**src/hw/rtl/hlls_pkg.sv**
```systemverilog
// Shared constants, types and helper functions for the HyperLogLog register sketch.
// No dependencies; every other file imports this package.
package hlls_pkg;

   localparam int unsigned MAX_PRECISION = 14;
   localparam int unsigned MIN_PRECISION = 4;
   localparam int unsigned ADDR_W        = MAX_PRECISION;
   localparam int unsigned CNT_W         = ADDR_W + 1;
   localparam int unsigned VAL_W         = 6;
   localparam int unsigned HASH_W        = 64;
   localparam int unsigned SUM_W         = 64;
   localparam int unsigned PREC_W        = 4;
   localparam int unsigned FUNC_W        = 2;
   localparam int unsigned CLZ_W         = 7;
   localparam logic [VAL_W-1:0] FRAC_BITS = VAL_W'(49);

   localparam logic [FUNC_W-1:0] FUNC_ADD   = 2'd0;
   localparam logic [FUNC_W-1:0] FUNC_MERGE = 2'd1;
   localparam logic [FUNC_W-1:0] FUNC_QUERY = 2'd2;

   // query walker to top level: memory read request and completion
   typedef struct packed {
      logic              rd_en;
      logic [ADDR_W-1:0] rd_addr;
      logic              done;
   } qry_stat_type;

   function automatic logic [PREC_W-1:0] clamp_precision(input logic [PREC_W-1:0] v);
      logic [PREC_W-1:0] r;
      r = v;
      if (v < PREC_W'(MIN_PRECISION)) r = PREC_W'(MIN_PRECISION);
      if (v > PREC_W'(MAX_PRECISION)) r = PREC_W'(MAX_PRECISION);
      return r;
   endfunction

   // leading zeros of a 64-bit word: per-byte counts, then first non-empty byte
   function automatic logic [CLZ_W-1:0] clz64(input logic [HASH_W-1:0] v);
      logic [3:0]       bclz [8];
      logic [CLZ_W-1:0] n;
      logic             found;
      for (int b = 0; b < 8; b++) begin
         bclz[b] = 4'd8;
         for (int i = 0; i < 8; i++) begin
            if (v[8*b+i]) bclz[b] = 4'(7 - i);
         end
      end
      n     = CLZ_W'(HASH_W);
      found = 1'b0;
      for (int b = 7; b >= 0; b--) begin
         if (!found && bclz[b] != 4'd8) begin
            n     = CLZ_W'((7 - b) * 8) + CLZ_W'(bclz[b]);
            found = 1'b1;
         end
      end
      return n;
   endfunction

endpackage

```
**src/hw/rtl/hlls_query.sv**
```systemverilog
// Query walker: reads every active register once and accumulates the
// zero count and the Q15.49 harmonic sum. Depends on hlls_pkg.
module hlls_query (
   input  logic                         clock,
   input  logic                         reset,
   input  logic                         start,
   input  logic [hlls_pkg::CNT_W-1:0]   size,
   input  logic [hlls_pkg::VAL_W-1:0]   rd_data,
   output hlls_pkg::qry_stat_type       stat,
   output logic [hlls_pkg::SUM_W-1:0]   sum,
   output logic [hlls_pkg::CNT_W-1:0]   zeros
);
   import hlls_pkg::*;

   logic [CNT_W-1:0] issue_cnt_ff, issue_cnt_in;
   logic             issuing_ff, issuing_in;
   logic             rv_ff, rv_in;
   logic             last_ff, last_in;
   logic             done_ff, done_in;
   logic [SUM_W-1:0] sum_ff, sum_in;
   logic [CNT_W-1:0] zeros_ff, zeros_in;
   logic             last_issue;
   logic [SUM_W-1:0] term;

   assign last_issue = (issue_cnt_ff == size - CNT_W'(1));

   // values above the fraction width fall below one LSB
   assign term = (rd_data <= FRAC_BITS) ? (SUM_W'(1) << (FRAC_BITS - rd_data)) : '0;

   always_comb begin
      issue_cnt_in = issue_cnt_ff;
      issuing_in   = issuing_ff;
      rv_in        = issuing_ff;
      last_in      = issuing_ff && last_issue;
      done_in      = done_ff;
      sum_in       = sum_ff;
      zeros_in     = zeros_ff;
      if (issuing_ff) begin
         issue_cnt_in = issue_cnt_ff + CNT_W'(1);
         if (last_issue) issuing_in = 1'b0;
      end
      if (rv_ff) begin
         sum_in = sum_ff + term;
         if (rd_data == '0) zeros_in = zeros_ff + CNT_W'(1);
         if (last_ff) done_in = 1'b1;
      end
      if (start) begin
         issue_cnt_in = '0;
         issuing_in   = 1'b1;
         done_in      = 1'b0;
         sum_in       = '0;
         zeros_in     = '0;
      end
   end

   always_ff @(posedge clock) begin
      if (reset) begin
         issuing_ff <= 1'b0;
         rv_ff      <= 1'b0;
         last_ff    <= 1'b0;
         done_ff    <= 1'b0;
      end else begin
         issuing_ff <= issuing_in;
         rv_ff      <= rv_in;
         last_ff    <= last_in;
         done_ff    <= done_in;
      end
      issue_cnt_ff <= issue_cnt_in;
      sum_ff       <= sum_in;
      zeros_ff     <= zeros_in;
   end

   assign stat.rd_en   = issuing_ff;
   assign stat.rd_addr = issue_cnt_ff[ADDR_W-1:0];
   assign stat.done    = done_ff;
   assign sum          = sum_ff;
   assign zeros        = zeros_ff;

endmodule

```
**config.mk**
```make
export PLATFORM = sky130hd
export DESIGN_NAME = hlls_query
export DESIGN_NICKNAME = d
export VERILOG_FILES = /design/src/hw/rtl/hlls_pkg.sv /design/src/hw/rtl/hlls_query.sv
export SDC_FILE = /design/constraint.sdc
export NUM_CORES = 1
export LEC_CHECK = 0
export BUFFER_PORTS_ARGS = -buffer_cell sky130_fd_sc_hd__buf_2
export CORE_MARGIN = 5
export CORE_UTILIZATION = 40
export DETAILED_ROUTE_END_ITERATION = 7
export GPL_TIMING_DRIVEN = 0
export HOLD_SLACK_MARGIN = 0.03
export SLEW_MARGIN = 20
export SYNTH_ARGS = -nofsm -noshare
export SYNTH_HDL_FRONTEND = slang
export SYNTH_SLANG_ARGS = --single-unit
```
**constraint.sdc**
```tcl
create_clock -name clock -period 5.08 [get_ports clock]
set_input_delay 1.016 -clock clock [delete_from_list [all_inputs] [get_ports clock]]
set_output_delay 1.016 -clock clock [all_outputs]
set_load 0.01 [all_outputs]
```
# Word-level counts from Yosys, hierarchy flattened
# Index checks and enable logic that the tools add are counted.
[totals]
regBits = 98
in_bits = 24
out_inout_bits = 95
wordCells = 24
[op_classes]
add_sub_neg = 5
n_lt_le_gt_ge = 1
n_eq_ne = 1
shifts = 1
mux = 4
reduce_logical = 5
[ops]
columns = ["operator", "count"]
rows = [
  ["$add 64x64->64", 1],
  ["$mux 64", 1],
  ["$shl 1x6->64 const A", 1],
  ["$add 15x1->15 const B", 2],
  ["$eq 15x15->1", 1],
  ["$sub 15x1->15 const B", 1],
  ["$le 6x6->1 const B", 1],
  ["$logic_not 6->1", 1],
  ["$sub 6x6->6 const A", 1],
  ["$reduce_and 2->1", 2],
  ["$mux 1", 3],
  ["$reduce_or 2->1", 1],
  ["$logic_and 1x1->1", 1],
]

# Longest topological paths before layout
# Gate-level depths: netlist of run 1.
[logic_depth]
depth_word = 5
mapped_depth = 21
mapped_depth_nobuf = 19

# Worst setup path before layout of run 1
# No wires, ideal clock.
[synth_path]
kind = "input -> register"
from = "input port rd_data[1] (netlist name)"
to = "register sum_ff[51] (netlist: sum[51])"
setup_ns = 0.117
arrival_time_ns = 4.613
t_required_ns = 4.963
slack_ns = 0.350
stages = 19
path_buffers = 1
cell_sequence = "inv_1 ha_1 nor2b_1 xnor2_1 nand3_1 o21ai_0 nand2b_1 clkbuf_1 nor2_1 ha_1 a211oi_1 o211ai_1 a211oi_2 o21a_4 o31ai_4 a311oi_2 a21oi_1 or3_1 a32o_1"
[synth_between]
elab_chain_len = 4
word_cells_on_any_way = 5
classes_between = "add/sub (2); order compare (1); shift (1); mux (1)"
[synth_lines]
columns = ["item", "line_no", "source"]
rows = [
  ["from (decl)", "hlls_query.sv:8", "input logic [hlls_pkg::VAL_W-1:0] rd_data,"],
  ["$sub 6x6->6", "hlls_query.sv:28", "assign term = (rd_data <= FRAC_BITS) ? (SUM_W'(1) << (FRAC_BITS - rd_data)) : '0;"],
  ["$shl 1x6->64", "hlls_query.sv:28", ""],
  ["$mux 64 *", "hlls_query.sv:28", ""],
  ["$add 64x64->64 *", "hlls_query.sv:43", "sum_in = sum_ff + term;"],
  ["to (signal assigned)", "hlls_query.sv:69", "sum_ff <= sum_in;"],
  ["to (decl)", "hlls_query.sv:20", "logic [SUM_W-1:0] sum_ff, sum_in;"],
]
# Mark *: on every way between the ends. The rest lies on a longest branch, timed or not.
# A chain may end at the register's enable or synchronous reset.

# Worst setup path in the final report of run 1
[layout_path]
from = "input port rd_data[1] (netlist name)"
to = "register sum_ff[57] (netlist: sum[57])"
# The elaborated chain is that of the path after synthesis.

==> impl_metrics.yaml, run 1 <==
clock_network:
  numCtsBuffers: 9
  clk_pin_slew_worst_paths_ns: 0.08
  htreeDepth: 3
  clock_path_buffers: 2
  cts.sink_count: 98
  cts_tree: "yes"
  clk_latency_ns: 0.36
  root_buffer: "clkbuf_16"
final_layout:
  syn2layout_area_growth_pct: 17.1
  fin_cells: 1522
  nNetsFinal: 1334
  diodes: 0
  multi_input_area_mm2: 0.00619
  drive_gt1_share_pct: 15.6
  regArea_mm2: 0.00196
  fillers: 2148
floorplan:
  die_w_um: 155
  rows: 53
  start_util_pct: 40.2
  coreArea_mm2: 0.0208
  ios: 119
  die_area_mm2: 0.0239
  die_height_um: 155
place:
  globalplace.congestion: 0.924
  placed_cells: 1506
  io_buffers: 117
  pre_cts_ws_ns: -1.10
  hpwl_mm: 20.0
sta:
  max-slew-margin-rel_pct: 42.2
  skew_ns: 0.0162
  timing.final.crit_period_ns: 5.04
  max_freq_mhz: 198
  maxSlewViolCount: 0
  worst_slack_ns: 0.0402
  finalCritPeriodShare_pct: 99.2
  hold_violations: 0
  finalSetupViolations: 0
  tns_ns: 0
  tightestPinTransition_ns: 0.855
  rsz0062_at_grt: "yes"
worst_setup_path:
  critical_path_class: "in -> reg"
  worstSetupStartpointType: "primary input"
  critical-path-slowest-cell: "nand2_1"
  critPathLaunch: "rd_data[1]"
  end_kind: "flip-flop"
  cp.arrival_ns: 5.30
  cp_cell_sequence: "buf_2, inv_1, ha_1, xor2_1, nand2_1, nor2_1, ha_1, a211oi_2, o211ai_1, a211oi_4, o32ai_1, nand2_1, a21oi_4, o2111a_1, or4_1, a32o_1"
  slowest_delay_ns: 0.48
  critPathRequiredTime_ns: 5.34
  reg2reg_from: "sum[24]"
  crit_path_max_fanout: 8
hold_path:
  min_path_type: "reg -> reg"
  min-delay-start: "sum[45]"
run:
  max_cap_viol_count: 0
power_and_ir_drop:
  pwr-share-comb_pct: 11.6
  sw_frac_of_total_pct: 28.2
  leakage_nw: 4.29
  power.internal_mw: 1.23
  seqPwrFrac_pct: 45.6
  p_per_area_mw_per_mm2: 175
  power_frac_clock_pct: 42.9
  p_switching_mw: 0.483
  vdd_drop_max_v: 0.000151
synth:
  syn_avg_cell_area_um2: 7.52
  ys_ff_latch: 98
  ys_warn_count: 0
  syn_area_mm2: 0.00837
  ys_seq_area_share_pct: 23.4
  synthCells: 1112
  synth_cell_types: 74
  async_flop_share_pct: 0
  synth_top_flop_cell: "dfxtp_1"
  synth_edf_count: 0
global_route:
  grt_max_degree: 19
  antenna_found_initial: 0
  grt_pass1_vias: 7993
  grt_overflow_total: 0
  grt_first_pass_wirelength_mm: 41.2
  grt_usage_pct: 21.2
route:
  antenna_left: 0
  wl_per_cell_um: 16.9
  drc: 0
  via_per_inst: 5.51
  vias: 8387
  drtPass1Iterations: 5
  first_iter_violations: 428
  wl_mm: 25.8
outcome:
  outcome: "completed"
-- final cells by class --
class                           count  area share (%)
Timing Repair Buffer              120            6.21
Multi-Input combinational cell    929            63.2
Sequential cell                    98            20.0
Tap cell                          275            3.51
Inverter                           24           0.920
Buffer                             60            2.96
Clock buffer                        9            2.30
Clock inverter                      7           0.843
-- cell families after synthesis --
| kind of cell | count (synthesis) | synth area share, % |
|---|---|---|
| adder cells (fa/ha/maj) | 68 | 10.3 |
| multiplexers | 40 | 4.85 |
| AO/OA/AOI/OAI | 292 | 22.8 |
| flip-flops | 98 | 23.4 |
| AND/OR/NAND/NOR | 431 | 24.0 |
| buffers and inverters | 87 | 4.68 |
| XOR/XNOR | 95 | 9.94 |
| other | 1 | 0.0448 |
-- placed cells by master, fill, tap and decap left out, types with 10 or more instances in the layout --
master    count
nand2b_1     11
nand4_1      19
buf_2       120
o21ai_0      58
ha_1         67
clkbuf_1     35
o21bai_1     13
and3_1       11
and2_1       10
a21o_1       29
nand2_1      81
a211oi_1     11
or3_1        10
dfxtp_1      98
o211ai_1     10
mux2i_1      36
nor3_1       18
xor2_1       40
buf_4        19
xnor2_1      55
inv_1        23
a21oi_1      92
nor2_1      184
nand3_1      38
-- state kept, by name (all words and copies together), names as in the netlist --
| name | flops |
|---|---|
| rv_ff | 1 |
| issue_cnt_ff | 15 |
| done_ff | 1 |
| zeros | 15 |
| last_ff | 1 |
| sum | 64 |
| issuing_ff | 1 |
-- per-layer routing --
layer	track usage [%]	vias to the layer above	part of all wire (%)
li1	-	4234	-
met1	28.2	3889	46
met2	34.2	228	45
met3	4.50	36	6.2
met4	7.11	0	2.3
met5	0	-	0
-- metrics by stage --
stage | cell area [µm²] | power, mW | util (%) | hold slack, ns
3_3_place_gp | 9300 | 0.991 | 44.7 | 0.470
4_1_cts | 9650 | 1.73 | 46.4 | 0.492
2_1_floorplan | 8370 | 0.920 | - | 0.483
3_5_place_dp | 9300 | 0.992 | 44.7 | 0.482
6_report | 9790 | 1.71 | 47.0 | 0.492
5_1_grt | 9790 | 1.78 | 47.0 | 0.504
-- final timing paths --
check	endpoint	slack, ns	cells after the start
hold reg to reg	sum[45]	0.49	2
setup / recovery	sum[57]	0.04	16
setup reg to reg	sum[63]	1.73	11
hold / removal	sum[45]	0.49	2
-- worst max-delay path: cells and delay by family --
kind                     cells  cell delay, ns
AO/OA/AOI/OAI                7            1.66
XOR/XNOR                     1            0.36
adder cells (fa/ha/maj)      2            0.54
buffers and inverters        2            0.23
AND/OR/NAND/NOR              4            1.49
-- cell usage after synthesis (all sizes together), types with 11 or more instances --
cell    instances  area [µm²]
nand3          40         200
dfxtp          98        1960
o21bai         13        97.6
mux2i          36         360
nand2b         13        81.3
o21ai          65         325
xor2           40         350
inv            23        86.3
ha             67         838
nand2          87         327
a21oi          94         474
a21o           29         218
clkbuf         39         148
buf            24         154
nand4          20         131
a211oi         15         123
and3           11        68.8
nor2          184         691
nor3           18        90.1
xnor2          55         482
-- power groups by stage --
stage	clock, mW	combinational (mW)	sequential, mW
after floorplan	0	0.120	0.800
after global placement	0	0.191	0.799
after detailed placement	0	0.193	0.799
after CTS	0.755	0.194	0.781
after global routing	0.782	0.217	0.782
final	0.736	0.198	0.781
-- what timing repair did --
item	in CTS	in global routing
setup buffers	1	2
pin swaps	1	5
gates resized for setup	10	26
setup endpoints to repair	15	15
endpoints found under the hold margin	0	0
hold buffers	0	0
(Power assumes the default switching activity.)
==> run 2: changes to the inputs <==
--- a/config.mk
+++ b/config.mk
@@ -5,6 +5,7 @@
 export SDC_FILE = /design/constraint.sdc
 export NUM_CORES = 1
 export LEC_CHECK = 0
+export ABC_AREA = 1
 export BUFFER_PORTS_ARGS = -buffer_cell sky130_fd_sc_hd__buf_2
 export CORE_MARGIN = 5
 export CORE_UTILIZATION = 40
==> impl_metrics.yaml, run 2 <==
final_layout:
  fin_util_pct: 45.4
  layout_common_cells: "nand2_1 (745), inv_1 (455), nor2_1 (313), buf_2 (125), nand3_1 (108)"
  fin_cells: 2633
  fillers: 3204
  largest_register_ffs: 64
  final_common_cell: "nand2_1"
  nNetsFinal: 2342
  syn2layout_area_growth_pct: 12.5
  drive_gt1_share_pct: 8.96
  diodes: 0
  final_cell_area_mm2: 0.0126
synth:
  ys_warn_count: 0
  ys_seq_area_share_pct: 17.6
  syn_area_mm2: 0.0112
  async_flop_share_pct: 0
  synth_area_leaders: "nand2_1 (25%), dfxtp_1 (18%), inv_1 (15%)"
  ys_ff_latch: 98
  syn_avg_cell_area_um2: 5.27
  yosys.area.top_type: "nand2_1"
  synth_top_cells_by_count: "nand2_1 (745), inv_1 (455), nor2_1 (313), nand3_1 (108), dfxtp_1 (98)"
  synthCells: 2120
  synth_top_flop_cell: "dfxtp_1"
  netlist.area_leader.share_pct: 25.0
  synth_edf_count: 0
  synth_cell_types: 43
  yosysMostFrequentCell: "nand2_1"
worst_setup_path:
  path_common_cell: "nand2_1"
  rrSetupSlack_ns: 2.45
  worstSetupStartpointType: "primary input"
  cp_cell_sequence: "buf_2, inv_2, ha_1, inv_1, or2_1, nand2_1, xor2_4, buf_2, nor2_1, ha_1, fa_1, nand3_1, nand3_1, nand2_1, nand2_1, nand2_1, nand3_1, nand3_1, nand2_1, nand2_1, nand3_1, nand2_1, inv_1"
  cp.arrival_ns: 4.80
  critical-path-slowest-cell: "fa_1"
  critPathRequiredTime_ns: 5.35
  reg2reg_depth: 14
  crit_path_max_fanout: 10
  crit_family: "simple AND/OR/NAND/NOR gates"
  reg2reg_from: "sum[0]"
  cp_num_buf_inv: 5
  end_kind: "flip-flop"
  slowest_delay_ns: 0.50
  rr_endpoint: "sum[56]"
  critical_path_class: "in -> reg"
place:
  hpwl_mm: 36.0
  dpl_cell_area_mm2: 0.0122
  io_buffers: 117
  placed_cells: 2617
  globalplace.congestion: 1.02
power_and_ir_drop:
  sw_frac_of_total_pct: 34.9
  leakage_nw: 7.50
  seqPwrFrac_pct: 39.4
  power.internal_mw: 1.42
  power_frac_clock_pct: 37.4
  p_per_area_mw_per_mm2: 173
  pwr-share-comb_pct: 23.1
  vdd_drop_max_v: 0.000136
  total_power_mw: 2.18
  p_switching_mw: 0.762
clock_network:
  cts_tree: "yes"
  cts_hold_buf: 0
  root_buffer: "clkbuf_16"
  clk_pin_slew_worst_paths_ns: 0.08
  post-cts-setup-buffers: 0
  htreeDepth: 3
  numCtsBuffers: 9
  cts.sink_count: 98
  clk_latency_ns: 0.38
  cts_resized: 0
  clock_path_buffers: 2
sta:
  skew_ns: 0.0184
  max_freq_mhz: 221
  max-slew-margin-rel_pct: 26.4
  tns_ns: 0
  maxSlewViolCount: 0
  hold_violations: 0
  finalSetupViolations: 0
  tightestPinTransition_ns: 1.10
  rsz0062_at_grt: "no"
  finalCritPeriodShare_pct: 89.2
  timing.final.crit_period_ns: 4.53
outcome:
  outcome: "completed"
global_route:
  grt_first_pass_wirelength_mm: 64.2
  grt_max_degree: 19
  grt_pass1_vias: 11600
  antenna_found_initial: 0
  grt_usage_pct: 26.7
  grt_overflow_total: 0
route:
  vias: 12700
  wl_per_cell_um: 16.1
  antenna_left: 0
  wl_mm: 42.5
  drc: 0
  drtPass1Iterations: 5
  first_iter_violations: 1041
  via_per_inst: 4.80
hold_path:
  min_path_type: "reg -> reg"
  hold_depth: 2
  min-delay-start: "zeros[14]"
  whs_endpoint: "zeros[14]"
floorplan:
  die_area_mm2: 0.0314
  coreArea_mm2: 0.0277
  die_w_um: 177
  ios: 119
  start_util_pct: 40.3
  die_height_um: 177
  rows: 61
run:
  max_cap_viol_count: 0
[run 2: area by class of cell]
cell class / count / area [µm²] / share of cell area [%]
buffer: 49 / 254 / 2.02
clock buffer: 9 / 225 / 1.79
sequential: 98 / 1960 / 15.6
tap: 378 / 473 / 3.76
timing repair buffer: 117 / 586 / 4.66
clock inverter: 7 / 106 / 0.846
inverter: 457 / 1720 / 13.6
multi-input combinational: 1518 / 7250 / 57.7
[run 2: how the worst max path moves through the flow]
stage / cells after the start / to / start
finish: 23 / sum[56] / rd_data[1]
global placement: 23 / sum[56] / rd_data[1]
detailed placement: 23 / sum[56] / rd_data[1]
floorplan: 22 / sum[56] / rd_data[1]
global route: 23 / sum[56] / rd_data[1]
CTS: 23 / sum[56] / rd_data[1]
[run 2: stage by stage]
step	setup WS, ns	hold WS [ns]
after floorplan	1.30	0.492
after global placement	0.242	0.476
after detailed placement	0.211	0.486
after CTS	0.594	0.497
after global routing	0.333	0.529
final	0.546	0.496
[run 2: power by group through the flow]
stage | Sequential [mW] | Combinational, mW | Clock, mW
6_report | 0.860 | 0.505 | 0.816
4_1_cts | 0.859 | 0.496 | 0.836
3_5_place_dp | 0.877 | 0.494 | 0
2_1_floorplan | 0.877 | 0.302 | 0
5_1_grt | 0.866 | 0.560 | 0.864
3_3_place_gp | 0.877 | 0.489 | 0
[run 2: cell families after synthesis]
family                     share of synthesized area [%]
other                                             0.0336
DFF                                                 17.6
adders and majority gates                           7.68
xor gates and xnor gates                            4.09
buffers and inverters                               17.6
and+or+nand+nor                                     47.1
AOI/OAI and AO/OA                                   5.89
[run 2: worst reg2reg max path, cell delays in order (launching register included)]
cell and delay, ns:
dfxtp_1 0.34, ha_1 0.26, fa_1 0.50, nand3_1 0.13
nand3_1 0.20, nand2_1 0.12, nand2_1 0.12, nand2_1 0.08
nand3_1 0.23, nand3_1 0.23, nand2_1 0.08, nand2_1 0.07
nand3_1 0.07, nand2_1 0.09, inv_1 0.03
[run 2: metal layers]
| metal | vias up | share of wire (%) | global-route usage, % |
|---|---|---|---|
| li1 | 6569 | - | - |
| met1 | 5599 | 48 | 37.7 |
| met2 | 419 | 43 | 42.6 |
| met3 | 63 | 6.8 | 3.35 |
| met4 | 0 | 2.8 | 7.87 |
| met5 | - | 0 | 0 |
