## src/hw/rtl/hlls_pkg.sv

```systemverilog
// Shared constants, types and helper functions for the HyperLogLog register sketch.
// No dependencies; every other file imports this package.
package hlls_pkg;

   localparam int unsigned MAX_PRECISION = 14;
   localparam int unsigned MIN_PRECISION = 4;
   localparam int unsigned ADDR_W        = MAX_PRECISION;
   localparam int unsigned CNT_W         = ADDR_W + 1;
   localparam int unsigned VAL_W         = 6;
   localparam int unsigned HASH_W        = 64;
   localparam int unsigned SUM_W         = 64;
   localparam int unsigned PREC_W        = 4;
   localparam int unsigned FUNC_W        = 2;
   localparam int unsigned CLZ_W         = 7;
   localparam logic [VAL_W-1:0] FRAC_BITS = VAL_W'(49);

   localparam logic [FUNC_W-1:0] FUNC_ADD   = 2'd0;
   localparam logic [FUNC_W-1:0] FUNC_MERGE = 2'd1;
   localparam logic [FUNC_W-1:0] FUNC_QUERY = 2'd2;

   // query walker to top level: memory read request and completion
   typedef struct packed {
      logic              rd_en;
      logic [ADDR_W-1:0] rd_addr;
      logic              done;
   } qry_stat_type;

   function automatic logic [PREC_W-1:0] clamp_precision(input logic [PREC_W-1:0] v);
      logic [PREC_W-1:0] r;
      r = v;
      if (v < PREC_W'(MIN_PRECISION)) r = PREC_W'(MIN_PRECISION);
      if (v > PREC_W'(MAX_PRECISION)) r = PREC_W'(MAX_PRECISION);
      return r;
   endfunction

   // leading zeros of a 64-bit word: per-byte counts, then first non-empty byte
   function automatic logic [CLZ_W-1:0] clz64(input logic [HASH_W-1:0] v);
      logic [3:0]       bclz [8];
      logic [CLZ_W-1:0] n;
      logic             found;
      for (int b = 0; b < 8; b++) begin
         bclz[b] = 4'd8;
         for (int i = 0; i < 8; i++) begin
            if (v[8*b+i]) bclz[b] = 4'(7 - i);
         end
      end
      n     = CLZ_W'(HASH_W);
      found = 1'b0;
      for (int b = 7; b >= 0; b--) begin
         if (!found && bclz[b] != 4'd8) begin
            n     = CLZ_W'((7 - b) * 8) + CLZ_W'(bclz[b]);
            found = 1'b1;
         end
      end
      return n;
   endfunction

endpackage

```

## src/hw/rtl/hlls_hash_unit.sv

```systemverilog
// Splits an added hash into register index and rank.
// Depends on hlls_pkg for widths and the leading-zero count.
module hlls_hash_unit (
   input  logic [hlls_pkg::HASH_W-1:0] hash_value,
   input  logic [hlls_pkg::PREC_W-1:0] precision,
   output logic [hlls_pkg::ADDR_W-1:0] reg_index,
   output logic [hlls_pkg::VAL_W-1:0]  rank
);
   import hlls_pkg::*;

   logic [HASH_W-1:0] masked;
   logic [CLZ_W-1:0]  lz;
   logic [CLZ_W-1:0]  rank_wide;

   // top precision bits pick the register
   assign reg_index = hash_value[HASH_W-1 -: ADDR_W] >> (PREC_W'(MAX_PRECISION) - precision);

   // leading zeros below the index bits; all zero gives the cap 65-precision
   assign masked    = hash_value & ({HASH_W{1'b1}} >> precision);
   assign lz        = clz64(masked);
   assign rank_wide = lz + CLZ_W'(1) - CLZ_W'(precision);
   assign rank      = rank_wide[VAL_W-1:0];

endmodule

```

## config.mk

```make
export PLATFORM = sky130hd
export DESIGN_NAME = hlls_hash_unit
export DESIGN_NICKNAME = d
export VERILOG_FILES = /design/src/hw/rtl/hlls_pkg.sv /design/src/hw/rtl/hlls_hash_unit.sv
export SDC_FILE = /design/constraint.sdc
export NUM_CORES = 1
export LEC_CHECK = 0
export ABC_AREA = 1
export BUFFER_PORTS_ARGS = -buffer_cell sky130_fd_sc_hd__buf_2
export CAP_MARGIN = 20
export CORE_MARGIN = 2
export CORE_UTILIZATION = 30
export DETAILED_ROUTE_END_ITERATION = 16
export GPL_TIMING_DRIVEN = 0
export REMOVE_ABC_BUFFERS = 1
export SETUP_SLACK_MARGIN = 0.2
export SYNTH_ARGS = -nofsm -noshare
export SYNTH_HDL_FRONTEND = slang
export SYNTH_SLANG_ARGS = --single-unit
```

## constraint.sdc

```tcl
create_clock -name vclk -period 4.1
set_clock_uncertainty 0.1 [all_clocks]
set_input_delay 0.41 -clock vclk [all_inputs]
set_output_delay 0.41 -clock vclk [all_outputs]
set_load 0.02 [all_outputs]
```

Yosys cells after proc, flatten, opt, wreduce, memory -nomap -nowiden
Index checks and enable logic that the tools add are counted.
- input port bits: 68
- register bits: 0
- latch bits: 0
- ROM bits: 0
- output and inout port bits: 20
- RAM bits: 0
- memories: 0
- div/mod/pow operators: 0
- muxes and demuxes: 79
- reduce and logical (&&, ||, !) cells: 14
- multiply operators: 0
- bitwise logic cells: 1
- order comparisons: 0
- eq/ne operators: 8
- $add $sub $neg: 10
- shift operators: 2
- operator list (cell ; count):
    $mux 4 ; 65
    $and 64x64->64 ; 1
    $shr 64x4->64 const A ; 1
    $mux 6 ; 7
    $ne 4x4->1 const B ; 8
    $add 6x4->6 const A ; 4
    $shr 14x4->14 ; 1
    $add 5x4->6 const A ; 2
    $logic_and 1x1->1 ; 7
    $logic_not 1->1 ; 7
    $mux 1 ; 7
    $add 6x1->6 const B ; 1
    $sub 6x4->6 ; 1
    $add 4x4->5 const A ; 1
    $sub 4x4->4 const A ; 1

Depth between registers and ports, before layout
Gate-level depths: netlist of run 1.
- word-level depth: 35
- depth in mapped cells: 29

Worst setup path before layout of run 1
Ideal clock, no wire load.
- path type: input port to output port
- start point: in precision[0] (netlist name)
- end point: out rank[5] (netlist name)
- required time: 3590 ps
- stages: 27
- buffers on the path: 2
- path slack: -157 ps
- arrival: 3747 ps
- cells stage by stage: clkbuf_1 inv_1 clkbuf_1 ha_1 inv_1 nand2_1 nand2_1 nand2_1 nor2_1 nand2_1 nor2_8 nand4_4 nor2_4 nand2_1 nand2_1 nand2_1 nand2_1 nand2_1 ha_1 inv_1 ha_1 fa_1 nand2_1 nand2_1 a21oi_1 nand3_1 nand2_1
- longest elaborated chain between the ends: 35
- elaborated cells on any way between the ends: 112
- those cells by class: 9 x add/sub; 8 x eq/ne; 1 x shift; 79 x mux; 1 x bitwise; 14 x reduce/logical
- ends and longest elaborated chain (item ; RTL line ; source):
    from (decl) ; hlls_hash_unit.sv:5 ; input logic [hlls_pkg::PREC_W-1:0] precision,
    $shr 64x4->64 ; hlls_hash_unit.sv:19 ; assign masked = hash_value & ({HASH_W{1'b1}} >> precision);
    $and 64x64->64 ; hlls_hash_unit.sv:19 ;
    $mux 4 (8 in a row) ; hlls_pkg.sv:44 ; if (v[8*b+i]) bclz[b] = 4'(7 - i);
    $ne 4x4->1 ; hlls_pkg.sv:50 ; if (!found && bclz[b] != 4'd8) begin
    $mux 1 ; hlls_pkg.sv:50 ;
    $logic_not 1->1 ; hlls_pkg.sv:50 ;
    $logic_and 1x1->1 ; hlls_pkg.sv:50 ;
    $mux 1 ; hlls_pkg.sv:50 ;
    [... 12 more ...] ; -- ;
    $logic_not 1->1 ; hlls_pkg.sv:50 ;
    $logic_and 1x1->1 ; hlls_pkg.sv:50 ;
    $mux 1 ; hlls_pkg.sv:50 ;
    $logic_not 1->1 ; hlls_pkg.sv:50 ;
    $logic_and 1x1->1 ; hlls_pkg.sv:50 ;
    $mux 6 ; hlls_pkg.sv:50 ;
    $add 6x1->6 ; hlls_hash_unit.sv:21 ; assign rank_wide = lz + CLZ_W'(1) - CLZ_W'(precision);
    $sub 6x4->6 * ; hlls_hash_unit.sv:21 ;
    to (decl) ; hlls_hash_unit.sv:7 ; output logic [hlls_pkg::VAL_W-1:0] rank
Every way passes the cells marked *; elsewhere a longest branch is shown, timed or not.

Worst setup path after layout of run 1
- start point: in precision[1] (netlist name)
- end point: out rank[5] (netlist name)
The elaborated chain is that of the path after synthesis.

==> impl_results.md, run 1 <==
- Mean Syn Cell Area: 4.982 sq um
- Maxcap violations: 0
- Yosys synthesis warning count: 0
- Grt total ovfl: 0
- Int Pwr: 0.0001660 W
- Hold Crit Depth: 4
- Dpl hpwl: 4699 microns
- WL final: 5661 microns
- Die area: 6979 sq um
- Post-synth top area share: 0.2116
- Layout cells sized above 1: 0.3088
- Min Tclk post-route: 3976 ps
- Flop pwr share: 0
- Final setup violation count: 0
- Final period util: 0.9697
- Initial antenna violation count: 0
- Final Power: 0.0003979 W
- Sequential share of the synthesized area: 0
- Placer Congestion: 0.8561
- CP Buf/Inv Count: 4
- Crit-path most repeated cell: nand2_1
- Vias in the first global route: 2343
- Power density cells: 144.7 nW/um^2
- Status: finished clean
- Post-layout nets: 559
- Post-Synthesis Cell Area: 1898 sq um
- Iteration-0 DRC Markers: 74
- Slowest cell on the critical path: fa_2
- Final slew viol count: 0
- Area leader, netlist: nand2_1
- Via density: 4.793
- First-pass GRT wire length: 9522 microns
- Commonest cells in the netlist: nand2_1 (107), inv_1 (65), o21ai_0 (43)
- Num sequential: 0
- Antenna-violating nets left: 0
- Final Hold Vio Count: 0
- Pin count of the biggest net entering global routing: 21
- Gr usage total: 0.1502
- Core Box Area: 6026 sq um
- Switch share: 0.5828
- Startpoint types: primary input
- Rel. slew slack: 0.7279
- Final worst slack: 124.0 ps
- Worst-path maximum fanout: 7
- Die Y: 83.54 microns
- Via count: 2641
- Worst Path Class, Setup: in2out
- Hold EP: reg_index[13]
- Avg WL per Cell: 10.27 microns
- PortBufs: 88
- Crit. End Element: output pin
- Worst hold path type: in2out
- # rows: 28
- Setup WS pre-CTS: -704.9 ps
- Post-route DRC: 0
- Peak supply drop: 0.07941 mV
- Register area: 0 sq um
- Achievable Freq: 251.5 MHz
- Hold WS: 1138 ps
- Worst Hold Launch: hash_value[63]
- Ant. Diodes: 0
- Final core occ: 0.4564
- Pre-antenna DRT Iters: 4
- Clock power frac: 0
- Comb power frac: 1.000
- CP Data Arrival Time: 3470 ps
- Slew of the pin with the lowest slew margin: 406.6 ps
- Most frequent cell after synthesis: nand2_1
- Required @ worst endpoint: 3590 ps
- Count of different cell masters after synthesis: 41
- Initial Utilization: 0.3150
- RSZ-0062 raised after global routing: yes
- Mapped Cells: 381
- Io pins: 88
- Setup TNS: 0 ps
- Crit-path leading delay family: simple AND/OR/NAND/NOR gates
- Die Wd: 83.54 microns
- Synth area leaders: nand2_1 (21%), inv_1 (13%), o21ai_0 (11%)
- Pleak: 1.517 nW
- Sw power: 0.0002319 W
- CP peak stage delay: 340 ps
- Area growth from synthesis to layout: 44.89%
- Clock buffer count: 0
cell type report:
cell class	instances	area, sq um
Fill cell	682	3276
Multi-Input combinational cell	303	1769
Timing Repair Buffer	105	619.3
Inverter	68	267.8
Tap cell	75	93.84
per-layer routing:
metal / share of wire / wire [microns] / GRT usage / vias up
met3: 0.050 / 283 / 0.007913 / 0
met2: 0.49 / 2781 / 0.2815 / 65
met1: 0.46 / 2596 / 0.2013 / 1139
li1: - / - / - / 1437
met5: 0 / 0 / 0 / -
met4: 0 / 0 / 0 / 0
power by group through the flow:
stage	clock network (W)	registers (W)	logic (W)
finish	0	0	0.000398
global route	0	0	0.000443
CTS	0	0	0.000369
detailed placement	0	0	0.000338
global placement	0	0	0.000336
floorplan	0	0	0.000225
per-stage QoR:
stage / cell area [sq um] / instances
after floorplan: 1853 / 371
after global placement: 2387 / 534
after detailed placement: 2387 / 534
after CTS: 2608 / 546
after global routing: 2750 / 551
final: 2750 / 551
worst max-delay path by stage:
stage | startpoint | endpoint | slack (ps) | cells past startpoint
after global routing | precision[0] | rank[5] | -60 | 27
final | precision[1] | rank[5] | 120 | 26
after CTS | precision[0] | rank[5] | 80 | 27
after global placement | precision[0] | rank[5] | -630 | 27
after floorplan | precision[0] | rank[5] | 210 | 25
after detailed placement | precision[0] | rank[5] | -700 | 27
cells by family (layout without fill, tap and decap cells):
family / Yosys count / in the layout / synth area share
AOI/OAI and AO/OA: 80 / 80 / 0.2373
muxes: 3 / 3 / 0.01582
xor gates and xnor gates: 2 / 2 / 0.009230
and+or+nand+nor: 205 / 205 / 0.4885
buffers and inverters: 78 / 173 / 0.1595
adders and majority gates: 13 / 13 / 0.08965
timing repair:
action / in CTS / in global routing
hold endpoints to repair: 0 / 0
hold buffers: 0 / 0
resized for setup: 33 / 22
buffers inserted: 12 / 5
gates cloned: 0 / 0
endpoints found under the setup margin: 5 / 4
pin swaps: 18 / 17
placed cells by master, fill, tap and decap left out, types with 3 or more instances in the layout:
master      n
nand2_1   102
buf_2      82
inv_1      60
o21ai_0    43
nor2_1     36
nand3_1    24
buf_4      18
a21oi_1    15
ha_4        7
nand2_2     6
nor2_4      6
nand3_2     5
nor2_2      5
nand4_1     5
ha_1        5
nor4_1      4
nor3_1      4
o311ai_0    3
o21ai_1     3
mux2i_1     3
o22ai_1     3
buf_6       3
Power figures use the tool's default switching activity.
==> inputs of run 2 (changes only) <==
CORE_UTILIZATION = 40   (was 30)
PLACE_DENSITY = 0.67   (was not set)
clock period = 3.9 ns   (was 4.1 ns; I/O delays follow)
==> run 2 against run 1 <==
Against the previous run:
- the run now ends with setup timing left
- utilization is 14 points higher
- critical endpoint is now rank[3]
- critical path depth shrank 2
- sequential share of layout area did not move
- global-route usage increased by 5.2 points
==> impl_results.md, run 2 (synthesized netlist as in run 1, its figures left out) <==
- Placer Congestion: 0.9032 (+5.5%)
- CP Buf/Inv Count: 7 (+3)
- Setup WS pre-CTS: -823.6 ps (-118.7 ps)
- Required @ worst endpoint: 3410 ps (-180 ps)
- Cells along the critical path: buf_4 -> inv_1 -> ha_4 -> o21ai_2 -> nand2_2 -> nor2_4 -> nand2_4 -> nor2_8 -> nand3_4 -> nor2_4 -> nand3_4 -> nand2_2 -> nand2_2 -> nand2_1 -> nand2_1 -> ha_1 -> inv_1 -> ha_2 -> fa_2 -> buf_4 -> buf_6 -> buf_6 -> xor2_1 -> buf_4
- Comb power frac: 1.000 (about the same)
- Clock power frac: 0 (unchanged)
- Initial Utilization: 0.4072 (+0.09226)
- Die Wd: 72.89 microns (-13%)
- CP peak stage delay: 350 ps (about the same)
- Ant. Diodes: 0 (unchanged)
- Crit. End Element: output pin
- Post-layout nets: 560 (+0.18%)
- Total placed cells including tap cells: 513 (-3.9%)
- Avg WL per Cell: 10.49 microns (+2.1%)
- Final worst slack: -152.6 ps (-276.7 ps)
- Min Tclk post-route: 4053 ps
- Core Box Area: 4661 sq um (-23%)
- Final Power: 0.0004337 W (+9.0%)
- Footprint of the multi-input gates: 1782 sq um (+0.71%)
- Crit-path leading delay family: simple AND/OR/NAND/NOR gates
- FILL cells: 454 (-33%)
- Maxcap violations: 0 (unchanged)
- Rel. slew slack: 0.7129 (-0.01504)
- Num sequential: 0 (unchanged)
- Peak supply drop: 0.07653 mV (-3.6%)
- Layout cells sized above 1: 0.3229 (+0.01403)
- Io pins: 88 (unchanged)
- Via density: 5.024 (+4.8%)
- Gr usage total: 0.2019 (+0.05167)
- Final Hold Vio Count: 0 (unchanged)
- Worst hold path type: in2out
- First-pass GRT wire length: 9197 microns (-3.4%)
- Int Pwr: 0.0001866 W (+12%)
- Setup TNS: -261.5 ps (-261.5 ps)
- RSZ-0062 raised after global routing: yes
- CP Data Arrival Time: 3560 ps (+90 ps)
- Pre-antenna DRT Iters: 4 (unchanged)
- Iteration-0 DRC Markers: 102 (+38%)
- WL final: 5568 microns (-1.6%)
- Die Y: 72.89 microns (-13%)
- Power density cells: 157.3 nW/um^2 (+8.7%)
- Via count: 2668 (+1.0%)
- Met2 Usage GRT: 0.3818 (+0.1003)
- Final setup violation count: 2 (+2)
- Post-route DRC: 0 (unchanged)
- Sw power: 0.0002471 W (+6.5%)
- Pin count of the biggest net entering global routing: 21 (unchanged)
- Startpoint types: primary input
- Failing checks: setup timing
- # rows: 25 (-11%)
- Most common cell after layout, fill and taps aside: nand2_1
- PortBufs: 88 (unchanged)
- Grt total ovfl: 0 (unchanged)
- Final period util: 1.039
- Area growth from synthesis to layout: 45.29%
- Most frequent cells in the layout: nand2_1 (93), buf_2 (81), inv_1 (62)
- Status: finished, violations left
- Final non-filler cell total: 531 (-3.6%)
- Achievable Freq: 246.8 MHz
- Clock buffer count: 0 (unchanged)
- Pleak: 1.542 nW (+1.6%)
- Register area: 0 sq um (unchanged)
- Dpl hpwl: 4301 microns (-8.5%)
- Final core occ: 0.5917 (+0.1353)
- Met1 Use GR: 0.2677 (+0.06637)
- Slew of the pin with the lowest slew margin: 425.3 ps (+18.67 ps)
- Grt met3 use: 0.004144 (-0.003769)
- Final slew viol count: 0 (unchanged)
- Antenna-violating nets left: 0 (unchanged)
- Flop pwr share: 0 (unchanged)
- Die area: 5312 sq um (-24%)
- Gr busiest metal: met2
- Worst Path Class, Setup: in2out
- Vias in the first global route: 2229 (-4.9%)
- Switch share: 0.5697 (-0.01311)
- Worst-path maximum fanout: 9 (+2)
- Slowest cell on the critical path: fa_2
- Initial antenna violation count: 0 (unchanged)
## run 2: cell count changes in the layout (fill, tap and decap cells not counted), sizes merged
cell      delta
inv          +1
buf          +1
clkinvlp     -1
## run 2: per-layer routing
metal	part of all wire	vias to the layer above
met1	0.46	1142
li1	-	1445
met2	0.50	81
met5	0	-
met3	0.047	0
met4	0	0
## run 2: power groups by stage
stage | clock [W] | combinational [W] | sequential, W
finish | 0 | 0.000434 | 0
global route | 0 | 0.000483 | 0
CTS | 0 | 0.000400 | 0
detailed placement | 0 | 0.000352 | 0
global placement | 0 | 0.000350 | 0
floorplan | 0 | 0.000236 | 0
## run 2: through the flow
stage,cell area (sq um),hold slack [ps]
final,2758,1104
after global routing,2758,1112
after CTS,2615,1104
after detailed placement,2361,1106
after global placement,2361,1103
after floorplan,1853,858.1
## run 2: area by class of cell
type | instances | area share
inverter | 68 | 0.09574
timing repair buffer | 106 | 0.2337
multi-input combinational | 303 | 0.6461
tap | 54 | 0.02450
## run 2: repair_timing
action,in CTS,in global routing
hold buffers,0,0
gates resized for setup,37,30
cloned,0,0
buffers inserted,15,3
endpoints found under the setup margin,5,4
pin swaps,17,25
## run 2: path summary, 6_finish.rpt
path                       start            end  slack, ps  cells past startpoint
setup / recovery    precision[2]        rank[3]       -150                     24
hold / removal    hash_value[63]  reg_index[13]       1100                      4
==> inputs of run 3 (changes only) <==
BUFFER_PORTS_ARGS = -buffer_cell sky130_fd_sc_hd__buf_4   (was -buffer_cell sky130_fd_sc_hd__buf_2)
==> run 3 against run 2 <==
Against the previous run:
- the flow still finishes with violations (setup timing)
- via count up 0.60%
- routed wire length increased by 6.8%
- fmax increased by 1.7%
- critical path depth is 1 higher
- clock-buffer cell count unchanged
- sequential share of layout area unchanged
- combinational power grew 5.1%
- setup slack gained 69 ps
- non-clock buffer count increased by 2
- cell area is 6.0% higher
- hold slack lost 12 ps
==> impl_results.md, run 3 (synthesized netlist as in run 1, its figures left out) <==
- PortBufs: 88 (unchanged)
- Rel. slew slack: 0.7127 (about the same)
- Pleak: 1.605 nW (+4.1%)
- Avg WL per Cell: 11.16 microns (+6.4%)
- Final setup violation count: 2 (unchanged)
- Antenna-violating nets left: 0 (unchanged)
- # rows: 25 (unchanged)
- CP peak stage delay: 340 ps (about the same)
- Footprint of the multi-input gates: 1745 sq um (-2.0%)
- Num sequential: 0 (unchanged)
- Worst hold path type: in2out
- Slew of the pin with the lowest slew margin: 426.4 ps (+1.073 ps)
- Total placed cells including tap cells: 513 (unchanged)
- Ant. Diodes: 0 (unchanged)
- Area after DPL: 2581 sq um (+9.3%)
- Via density: 5.036 (+0.22%)
- Area growth from synthesis to layout: 54.05%
- Required @ worst endpoint: 3410 ps (about the same)
- Post-CTS Hold Fix Bufs: 0 (unchanged)
- Final core occ: 0.6274 (+0.03570)
- Post-route DRC: 0 (unchanged)
- Final Instance Area: 2924 sq um (+6.0%)
- Failing checks: setup timing
- Pre-antenna DRT Iters: 4 (unchanged)
- Vias in the first global route: 2403 (+7.8%)
- Gr usage total: 0.2216 (+0.01970)
- Power density cells: 156.0 nW/um^2 (-0.78%)
- Final non-filler cell total: 533 (+0.38%)
- Worst-path maximum fanout: 5 (-4)
- Startpoint types: primary input
- Hold WS: 1092 ps (-12.35 ps)
- Peak supply drop: 0.06177 mV (-19%)
- Final period util: 1.021 (-0.01780)
- Setup TNS: -125.3 ps (+136.2 ps)
- Core Box Area: 4661 sq um (unchanged)
- Die Wd: 72.89 microns (unchanged)
- Dpl hpwl: 4801 microns (+12%)
- Initial antenna violation count: 0 (unchanged)
- Most common cell after layout, fill and taps aside: buf_4
- Initial Utilization: 0.4072 (unchanged)
- Register area: 0 sq um (unchanged)
- Via count: 2684 (+0.60%)
- Grt total ovfl: 0 (unchanged)
- Crit-path most repeated cell: nand2_1
- Iteration-0 DRC Markers: 131 (+28%)
- Most frequent cells in the layout: buf_4 (103), nand2_1 (98), inv_1 (62)
- Die Y: 72.89 microns (unchanged)
- CP Data Arrival Time: 3490 ps (-70 ps)
- Slowest cell on the critical path: fa_2
- Pin count of the biggest net entering global routing: 21 (unchanged)
- Achievable Freq: 251.1 MHz (+1.7%)
- Io pins: 88 (unchanged)
- Placer Congestion: 0.8758 (-3.0%)
- Min Tclk post-route: 3983 ps (-69.42 ps)
- Post-layout nets: 562 (+0.36%)
- Setup crit end: rank[3]
- Critical path origin: precision[0]
- Clock buffer count: 0 (unchanged)
- Status: finished, violations left
- Final worst slack: -83.22 ps (+69.42 ps)
- Layout cells sized above 1: 0.3152 (-0.007611)
- Final Hold Vio Count: 0 (unchanged)
- Worst Path Class, Setup: in2out
- Final slew viol count: 0 (unchanged)
- Die area: 5312 sq um (unchanged)
- FILL cells: 472 (+4.0%)
- RSZ-0062 raised after global routing: yes
- WL final: 5947 microns (+6.8%)
- First-pass GRT wire length: 9922 microns (+7.9%)
- Crit. End Element: output pin
- Maxcap violations: 0 (unchanged)
run 3: changes by cell type in the layout (fill, tap and decap cells not counted), moves of 2 or more:
cell     delta
nand2_1     +5
ha_4        -2
buf_4      +87
ha_2        +2
buf_6       -4
buf_2      -81
nand2_2     -5
run 3: where the power goes:
part	internal (W)	total, W	switching (W)	leakage, nW
clock	0	0	0	0
combinational	0.000207	0.000456	0.000249	1.60
sequential	0	0	0	0
run 3: worst min-delay path by stage:
stage	depth (start not counted)	endpoint	startpoint	slack (ps)
2_1_floorplan	2	reg_index[13]	hash_value[63]	860
6_report	4	reg_index[13]	hash_value[63]	1090
5_1_grt	4	reg_index[13]	hash_value[63]	1100
3_3_place_gp	4	reg_index[13]	hash_value[63]	1100
3_5_place_dp	4	reg_index[13]	hash_value[63]	1100
4_1_cts	4	reg_index[13]	hash_value[63]	1100
run 3: final cells by class:
type	count	area share
Inverter	68	0.09029
Tap cell	54	0.02311
Multi-Input combinational cell	303	0.5969
Timing Repair Buffer	108	0.2897
run 3: stage by stage:
stage                     setup slack (ps)  total power, W
after detailed placement            -700.9       0.0003997
after CTS                           -66.45       0.0004319
after global placement              -698.2       0.0003973
after global routing                -267.0       0.0005047
final                               -83.22       0.0004563
after floorplan                      52.24       0.0002363
run 3: what timing repair did:
item / CTS / global route
setup buffers: 15 / 5
pin swaps: 22 / 17
setup endpoints to repair: 5 / 4
gates resized for setup: 34 / 15
run 3: worst max-delay path, delay by kind of cell:
| family | cells | cell delay (ps) |
|---|---|---|
| AND/OR/NAND/NOR | 13 | 1230 |
| XOR/XNOR | 1 | 170 |
| adder cells (fa/ha/maj) | 4 | 980 |
| buffers and inverters | 7 | 740 |
run 3: layer usage:
metal / track usage / part of all wire / vias to the layer above
met2: 0.4434 / 0.53 / 75
met3: 0.008287 / 0.045 / 4
li1: - / - / 1443
met1: 0.2677 / 0.42 / 1162
met4: 0.01852 / 0.0067 / 0
met5: 0 / 0 / -
